## src/rtl/substring_match_counter_assert.svh

```systemverilog
// Assertion macros for the substring match counter.
// Depends on nothing; included by the top level, which supplies aclk and aresetn.
`ifndef SUBSTRING_MATCH_COUNTER_ASSERT_SVH
`define SUBSTRING_MATCH_COUNTER_ASSERT_SVH
`ifndef SYNTHESIS
`define SMC_ASSERT(lbl, prop, msg) \
    lbl: assert property (@(posedge aclk) disable iff (!aresetn) prop) else $error(msg);
`define SMC_ASSERT_NEXT(lbl, cond, prop, msg) \
    lbl: assert property (@(posedge aclk) disable iff (!aresetn) (cond) |=> (prop)) \
        else $error(msg);
`else
`define SMC_ASSERT(lbl, prop, msg)
`define SMC_ASSERT_NEXT(lbl, cond, prop, msg)
`endif
`endif

```

## src/rtl/smc_pkg.sv

```systemverilog
// Shared types, constants and helper functions of the substring match counter.
// No dependencies.
`timescale 1ns / 1ps
package smc_pkg;
    localparam int MAX_PATTERN = 16;
    localparam int POS_BITS    = 32;
    localparam int LEN_BITS    = $clog2(MAX_PATTERN + 1);
    localparam int TOP_BITS    = (MAX_PATTERN > 1) ? $clog2(MAX_PATTERN) : 1;
    localparam logic [7:0] WORD_EXTRA = 8'h5F;

    // Register indexes
    localparam logic [2:0] REG_PAT_LOW  = 3'd0;
    localparam logic [2:0] REG_PAT_HIGH = 3'd1;
    localparam logic [2:0] REG_PAT_LEN  = 3'd2;
    localparam logic [2:0] REG_IGN_CASE = 3'd3;
    localparam logic [2:0] REG_WHOLE_WD = 3'd4;

    // Result kinds
    localparam logic KIND_MATCH   = 1'b0;
    localparam logic KIND_SUMMARY = 1'b1;

    typedef struct packed {
        logic [7:0] data_byte;
        logic       last_byte;
    } smc_in_t;

    typedef struct packed {
        logic        kind;
        logic [31:0] match_start;
        logic [31:0] match_end;
        logic [31:0] match_count;
        logic        end_of_run;
    } smc_out_t;

    // Per-stream search state, kept in the state RAM
    typedef struct packed {
        logic [MAX_PATTERN-1:0] alive;
        logic [MAX_PATTERN-1:0] left;
        logic                   prev_word;
        logic                   after_match;
        logic                   pend_valid;
        logic [POS_BITS-1:0]    pend_start;
        logic [POS_BITS-1:0]    pos;
        logic [31:0]            count;
    } smc_state_t;

    localparam smc_state_t STATE_RESET = '{
        alive: '0, left: '0, prev_word: 1'b0, after_match: 1'b1,
        pend_valid: 1'b0, pend_start: '0, pos: '0, count: '0};

    function automatic logic is_word(input logic [7:0] c);
        return (c >= 8'h61 && c <= 8'h7A) || (c >= 8'h41 && c <= 8'h5A) ||
               (c >= 8'h30 && c <= 8'h39) || (c == WORD_EXTRA);
    endfunction

    function automatic logic [7:0] fold(input logic [7:0] c, input logic ic);
        return (ic && c >= 8'h41 && c <= 8'h5A) ? (c + 8'd32) : c;
    endfunction

    // Saturating position add
    function automatic logic [POS_BITS-1:0] pos_add(input logic [POS_BITS-1:0] a,
                                                     input logic [LEN_BITS-1:0] b);
        logic [POS_BITS:0] s;
        s = {1'b0, a} + (POS_BITS+1)'(b);
        return s[POS_BITS] ? '1 : s[POS_BITS-1:0];
    endfunction

    function automatic logic [31:0] cnt_inc(input logic [31:0] c);
        return (c == '1) ? c : (c + 32'd1);
    endfunction
endpackage

```

## src/rtl/substring_match_counter.sv

```systemverilog
// Substring match counter top level: state RAM read-modify-write and result queue.
// Depends on smc_pkg, smc_ram and substring_match_counter_assert.svh.
// Result words of an accepted input word are written into the result queue, which drives m_*.
// Throughput: one input word per cycle, set by the read-modify-write of the
// state word (forwarded from the last write); s_ready drops when the 8-entry result queue
// has fewer than 3 free slots. Reset (aresetn low, synchronous) empties the queue,
// restores register defaults and marks the state word as reset state.
`timescale 1ns / 1ps
`include "substring_match_counter_assert.svh"
module substring_match_counter (
    input  logic            aclk,
    input  logic            aresetn,
    input  logic            s_valid,
    output logic            s_ready,
    input  smc_pkg::smc_in_t  s_data,
    output logic            m_valid,
    input  logic            m_ready,
    output smc_pkg::smc_out_t m_data,
    input  logic            cfg_wr_en,
    input  logic [2:0]      cfg_index,
    input  logic [63:0]     cfg_wdata
);
    import smc_pkg::*;

    localparam int SW = $bits(smc_state_t);
    localparam int QD = 8;

    // Configuration registers
    logic [63:0]         pat_low_reg, pat_high_reg;
    logic [4:0]          pat_len_reg;
    logic                ign_case_reg, whole_words_reg;

    always_ff @(posedge aclk) begin
        if (!aresetn) begin
            pat_low_reg     <= '0;
            pat_high_reg    <= '0;
            pat_len_reg     <= 5'd1;
            ign_case_reg    <= 1'b0;
            whole_words_reg <= 1'b0;
        end else if (cfg_wr_en) begin
            unique case (cfg_index)
                REG_PAT_LOW:  pat_low_reg     <= cfg_wdata;
                REG_PAT_HIGH: pat_high_reg    <= cfg_wdata;
                REG_PAT_LEN:  pat_len_reg     <= cfg_wdata[4:0];
                REG_IGN_CASE: ign_case_reg    <= cfg_wdata[0];
                REG_WHOLE_WD: whole_words_reg <= cfg_wdata[0];
                default: ;
            endcase
        end
    end

    // State RAM with forwarding of the most recent write
    logic       s_fire;
    smc_state_t st_cur, st_next, fwd_reg;
    logic [SW-1:0] ram_rdata;
    logic       init_reg, wrote_last_reg;

    smc_ram #(.WIDTH(SW), .DEPTH(2)) u_state_ram (
        .aclk  (aclk),
        .we    (s_fire),
        .waddr (1'b0),
        .wdata (st_next),
        .raddr (1'b0),
        .rdata (ram_rdata)
    );

    always_ff @(posedge aclk) begin
        if (!aresetn) begin
            init_reg       <= 1'b0;
            wrote_last_reg <= 1'b0;
        end else begin
            init_reg       <= init_reg | s_fire;
            wrote_last_reg <= s_fire;
        end
    end

    always_ff @(posedge aclk) begin
        if (s_fire) begin
            fwd_reg <= st_next;
        end
    end

    assign st_cur = !init_reg ? STATE_RESET :
                    (wrote_last_reg ? fwd_reg : smc_state_t'(ram_rdata));

    // Pattern bytes as an array
    logic [7:0] pat [MAX_PATTERN];
    always_comb begin
        for (int k = 0; k < MAX_PATTERN; k++) begin
            if (k < 8) begin
                pat[k] = pat_low_reg[8*(k%8) +: 8];
            end else if (k < 16) begin
                pat[k] = pat_high_reg[8*(k%8) +: 8];
            end else begin
                pat[k] = 8'h00;
            end
        end
    end

    // Per-byte search step
    smc_out_t   res [3];
    logic [1:0] res_n;

    always_comb begin
        logic [LEN_BITS-1:0]    len;
        logic [TOP_BITS-1:0]    top;
        logic [MAX_PATTERN-1:0] mask, eq, alive, left;
        logic [7:0]             fc;
        logic                   wd, am0, start_ok, acc, left_ok;
        logic [POS_BITS-1:0]    start;
        logic [31:0]            cnt;
        len   = (pat_len_reg > 5'(MAX_PATTERN)) ? LEN_BITS'(MAX_PATTERN)
                                                : LEN_BITS'(pat_len_reg);
        top   = TOP_BITS'(len - LEN_BITS'(1));
        fc    = fold(s_data.data_byte, ign_case_reg);
        wd    = is_word(s_data.data_byte);
        cnt   = st_cur.count;
        alive = st_cur.alive;
        left  = st_cur.left;
        am0   = st_cur.after_match;
        acc   = 1'b0;
        res_n = 2'd0;
        st_next = st_cur;
        st_next.pend_valid = 1'b0;
        for (int i = 0; i < 3; i++) begin
            res[i] = '0;
        end

        // Decide a waiting whole-word match on its right neighbor
        if (st_cur.pend_valid && (!whole_words_reg || !wd)) begin
            cnt = cnt_inc(cnt);
            res[0] = '{kind: KIND_MATCH, match_start: 32'(st_cur.pend_start),
                       match_end: 32'(pos_add(st_cur.pend_start, len)),
                       match_count: cnt, end_of_run: 1'b0};
            res_n = 2'd1;
            alive = '0;
            left  = '0;
            am0   = 1'b1;
        end

        // Shift-and over all candidate starts
        for (int k = 0; k < MAX_PATTERN; k++) begin
            mask[k] = (LEN_BITS'(k) < len);
            eq[k]   = (fold(pat[k], ign_case_reg) == fc);
        end
        start_ok = am0 || !st_cur.prev_word;
        alive = ((alive << 1) | MAX_PATTERN'(1)) & eq & mask;
        left  = ((left << 1) | MAX_PATTERN'(start_ok)) & alive;
        start = (st_cur.pos >= POS_BITS'(top)) ? (st_cur.pos - POS_BITS'(top)) : '0;
        left_ok = left[top];
        if (len != '0 && alive[top]) begin
            alive[top] = 1'b0;
            left[top]  = 1'b0;
            if (!whole_words_reg || (left_ok && s_data.last_byte)) begin
                cnt = cnt_inc(cnt);
                res[res_n] = '{kind: KIND_MATCH, match_start: 32'(start),
                               match_end: 32'(pos_add(start, len)),
                               match_count: cnt, end_of_run: 1'b0};
                res_n = res_n + 2'd1;
                alive = '0;
                left  = '0;
                acc   = 1'b1;
            end else if (left_ok) begin
                st_next.pend_valid = 1'b1;
                st_next.pend_start = start;
            end
        end
        if (len == '0) begin
            alive = '0;
            left  = '0;
        end

        st_next.alive       = alive;
        st_next.left        = left;
        st_next.after_match = acc;
        st_next.prev_word   = wd;
        st_next.pos         = pos_add(st_cur.pos, LEN_BITS'(1));
        st_next.count       = cnt;

        // End of text: summary, then fresh stream state
        if (s_data.last_byte) begin
            res[res_n] = '{kind: KIND_SUMMARY, match_start: '0, match_end: '0,
                           match_count: cnt, end_of_run: 1'b0};
            res_n = res_n + 2'd1;
            st_next = STATE_RESET;
        end
        if (res_n != 2'd0) begin
            res[res_n - 2'd1].end_of_run = 1'b1;
        end
    end

    // Result queue
    smc_out_t   q_reg [QD];
    logic [2:0] wr_ptr_reg, rd_ptr_reg;
    logic [3:0] cnt_reg;
    logic       m_fire;

    assign s_ready = (cnt_reg <= 4'(QD - 3));
    assign s_fire  = s_valid && s_ready;
    assign m_valid = (cnt_reg != 4'd0);
    assign m_fire  = m_valid && m_ready;
    assign m_data  = q_reg[rd_ptr_reg];

    always_ff @(posedge aclk) begin
        if (s_fire) begin
            for (int i = 0; i < 3; i++) begin
                if (2'(i) < res_n) begin
                    q_reg[wr_ptr_reg + 3'(i)] <= res[i];
                end
            end
        end
    end

    always_ff @(posedge aclk) begin
        if (!aresetn) begin
            wr_ptr_reg <= '0;
            rd_ptr_reg <= '0;
            cnt_reg    <= '0;
        end else begin
            wr_ptr_reg <= wr_ptr_reg + (s_fire ? 3'(res_n) : 3'd0);
            rd_ptr_reg <= rd_ptr_reg + 3'(m_fire);
            cnt_reg    <= cnt_reg + (s_fire ? 4'(res_n) : 4'd0) - 4'(m_fire);
        end
    end

    // Checks
    `SMC_ASSERT(a_q_bound, cnt_reg <= 4'(QD), "result queue overflow")
    `SMC_ASSERT_NEXT(a_last_gives_sum, s_fire && s_data.last_byte, m_valid, "no summary")
    `SMC_ASSERT_NEXT(a_last_clears, s_fire && s_data.last_byte, st_cur.pos == '0, "not cleared")
endmodule

```

## src/rtl/smc_ram.sv

```systemverilog
// Generic single-port-write, single-port-read RAM with registered read.
// No dependencies.
`timescale 1ns / 1ps
module smc_ram #(
    parameter int WIDTH = 8,
    parameter int DEPTH = 2
) (
    input  logic                                   aclk,
    input  logic                                   we,
    input  logic [(DEPTH > 1 ? $clog2(DEPTH) : 1)-1:0] waddr,
    input  logic [WIDTH-1:0]                       wdata,
    input  logic [(DEPTH > 1 ? $clog2(DEPTH) : 1)-1:0] raddr,
    output logic [WIDTH-1:0]                       rdata
);
    logic [WIDTH-1:0] mem [DEPTH];

    always_ff @(posedge aclk) begin
        if (we) begin
            mem[waddr] <= wdata;
        end
        rdata <= mem[raddr];
    end
endmodule
```

## config.mk

```make
export PLATFORM = sky130hd
export DESIGN_NAME = substring_match_counter
export DESIGN_NICKNAME = d
export VERILOG_FILES = /design/src/rtl/smc_pkg.sv /design/src/rtl/substring_match_counter.sv /design/src/rtl/smc_ram.sv
export VERILOG_INCLUDE_DIRS = /design/src /design/src/rtl
export SDC_FILE = /design/constraint.sdc
export NUM_CORES = 2
export LEC_CHECK = 0
export BUFFER_PORTS_ARGS = -buffer_cell sky130_fd_sc_hd__buf_2
export CORE_AREA = 5 5 374 376
export DETAILED_ROUTE_END_ITERATION = 16
export DIE_AREA = 0 0 379 381
export HOLD_SLACK_MARGIN = 0.08
export PLACE_DENSITY_LB_ADDON = 0.15
export SYNTH_ARGS = -nofsm -noshare
export SYNTH_HDL_FRONTEND = slang
export SYNTH_SLANG_ARGS = --single-unit
```

## constraint.sdc

```tcl
create_clock -name aclk -period 17 [get_ports aclk]
set_input_delay 1.7 -clock aclk [delete_from_list [all_inputs] [get_ports aclk]]
set_output_delay 1.7 -clock aclk [all_outputs]
set_load 0.05 [all_outputs]
```

==> flow_summary.ini <==
[logic_synthesis]
ys.flop_type = edfxtp_1
ys_seq_elements = 1189
postSynthCellCount = 6483
synth_top_family_by_area = simple AND/OR/NAND/NOR gates
synth_top_area_share_pct = 40.5
synthSimpleGateAreaFrac_pct = 16.3
synth_fa_ha_area_share_pct = 1.14
synth_nets = 6621
syn_avg_cell_area_sq_um = 10.4
synthTopCellsByArea = edfxtp_1 41%, dfxtp_1 8.2%, mux4_2 6.5%, nand2_1 6.0%, o21ai_0 4.3%
synth_compound_area_share_pct = 15.0
netlist_area_sq_um = 67600
synthMuxAreaShare_pct = 10.8
synth_edf_count = 913
synth.distinct_cells = 122
async_flop_share_pct = 0
seq_area_frac_synth_pct = 48.7
yosys_warnings = 0
synth_common_cells = 1078 x nand2_1, 913 x edfxtp_1, 584 x o21ai_0
synth_area_leader_cell = edfxtp_1
yosys.area_share.xor_xnor_pct = 4.49
synth.most_common_cell = nand2_1

[placed_design]
gp_congestion = 0.982
place_hpwl_microns = 153000
portBuffers = 180
place_area_sq_um = 70000

[floorplan]
core_area_sq_um = 136000
io_pins = 181
die-area_sq_um = 144000
rows = 136
die_w_microns = 379
start_util_pct = 49.5
dieHeight_microns = 381

[clock_tree]
clk_pin_slew_ns = 0.06
cts_num_sinks = 1189
cts-root-buf = clkbuf_16
cts_tree = built
clk_path_buf_depth = 3
htreeDepth = 4
post_cts_buffers = 0
insertion_delay_ns = 0.78
postCtsResizedCells = 0
numCtsBuffers = 134
hold_buffers = 0

[worst_setup_path]
end_kind = flip-flop
r2r_slack_ns = 6.96
required_ns = 17.39
slowest_delay_ns = 0.90
crit_path_top_delay_cell = buf_4
reg2reg_depth = 25
crit_type = in -> reg
start_kind = input port
arrival_ns = 10.86
cp_common_cell = buf_4
startpoint = s_data[6]
rr_startpoint = pat_len_reg[0]
critPathMaxFanout = 67
critPathCapture = q_reg[6][25]
worstReg2RegEnd = q_reg[7][61]

[detailed_routing]
vias = 55100
avgViaCountPerCell = 6.61
wl_per_cell_microns = 28.0
drc = 0
routed_wl_microns = 234000
drt-initial-drc-count = 7010
drtAntennaViolNets = 0
drtPass1Iterations = 7

[run]
cap_violations = 0

[cells_and_area]
synthToLayoutAreaGrowth_pct = 9.80
finalInstanceArea_sq_um = 74200
layout.nets = 6575
fin_util_pct = 54.4
drive_above_1_share_pct = 16.5
largest_reg_flops = 784

[timing]
hold_ws_ns = 0.334
slew_headroom_pct = 4.76
rsz0062_at_grt = false
min_period_ns = 10.47
period_share_pct = 61.6
finalSetupViolCount = 0
fmax_ghz = 0.0955
finalSetupTns_ns = 0
hold_viol = 0
slew_violations = 0
skew_ns = 0.0389
worst_pin_slew_ns = 1.42

[pwr]
power_uw = 9190
powerDensity_nw_per_um2 = 124
leakage_uw = 0.0236
peakVddDrop_uv = 111

[global_route]
grt_pass1_wl_microns = 345000
grt_pass1_vias = 52400
grt_max_degree = 90
overflow = 0
antenna_found_initial = 11
grtUsageTotal_pct = 31.6

[min_path]
hold_path_class = reg -> reg

[run_status]
status = completed
-- worst max-delay path, delay by kind of cell --
kind / cells / cell delay, ns
buffers and inverters: 7 / 3.34
AO/OA/AOI/OAI: 7 / 2.17
AND/OR/NAND/NOR: 6 / 1.98
adder cells (fa/ha/maj): 3 / 1.04
multiplexers: 1 / 0.38
XOR/XNOR: 1 / 0.13
-- final cells by class --
type                            count  area, sq um
Clock inverter                     71          664
Timing Repair Buffer              309         1900
Antenna cell                        2         5.00
Multi-Input combinational cell   4728        32600
Sequential cell                  1189        33000
Clock buffer                      172         3610
Tap cell                         1794         2240
Fill cell                       11900        62200
Inverter                           75          289
-- worst min path at each step --
stage,from,end,depth (start not counted)
global route,fwd_reg[99],u_state_ram.rdata[99],0
detailed placement,fwd_reg[78],u_state_ram.rdata[78],0
floorplan,fwd_reg[72],u_state_ram.rdata[72],0
global placement,fwd_reg[73],u_state_ram.rdata[73],0
CTS,fwd_reg[99],u_state_ram.rdata[99],0
finish,fwd_reg[99],u_state_ram.rdata[99],0
-- metal layers --
metal,global-route usage (%),wire (microns),vias up
li1,-,-,24200
met2,47.4,103000,3336
met5,0,111,-
met1,44.8,95700,27000
met4,10.5,8420,16
met3,8.17,26800,542
-- cells in the final DEF, fill, tap and decap left out, types with 147 or more instances in the layout --
master	netlist	final
a21oi_1	180	180
buf_2	80	178
dfxtp_1	276	271
edfxtp_1	913	913
mux2_2	187	187
mux4_2	196	196
nand2_1	1078	1073
nand3_1	354	350
nor2_1	337	331
o21ai_0	584	580
xnor2_1	156	155
xor2_1	148	147
-- kinds of logic after synthesis --
kind of cell | after synthesis
muxes | 463
adders and majority gates | 60
DFF | 1189
xor gates and xnor gates | 322
AOI/OAI and AO/OA | 1554
buffers and inverters | 566
and+or+nand+nor | 2329
-- power by group --
part,internal (uW),switching (uW)
Sequential,3420,148
Combinational,898,1870
Clock,1620,1240
Total,5940,3250
-- metrics by stage --
| stage | std cells | setup slack [ns] |
|---|---|---|
| 2_1_floorplan | 6483 | 2.13 |
| 3_3_place_gp | 8095 | 5.98 |
| 3_5_place_dp | 8095 | 5.84 |
| 4_1_cts | 8338 | 6.68 |
| 5_1_grt | 8338 | 6.26 |
| 6_report | 8340 | 6.53 |
Power figures use the tool's default switching activity.
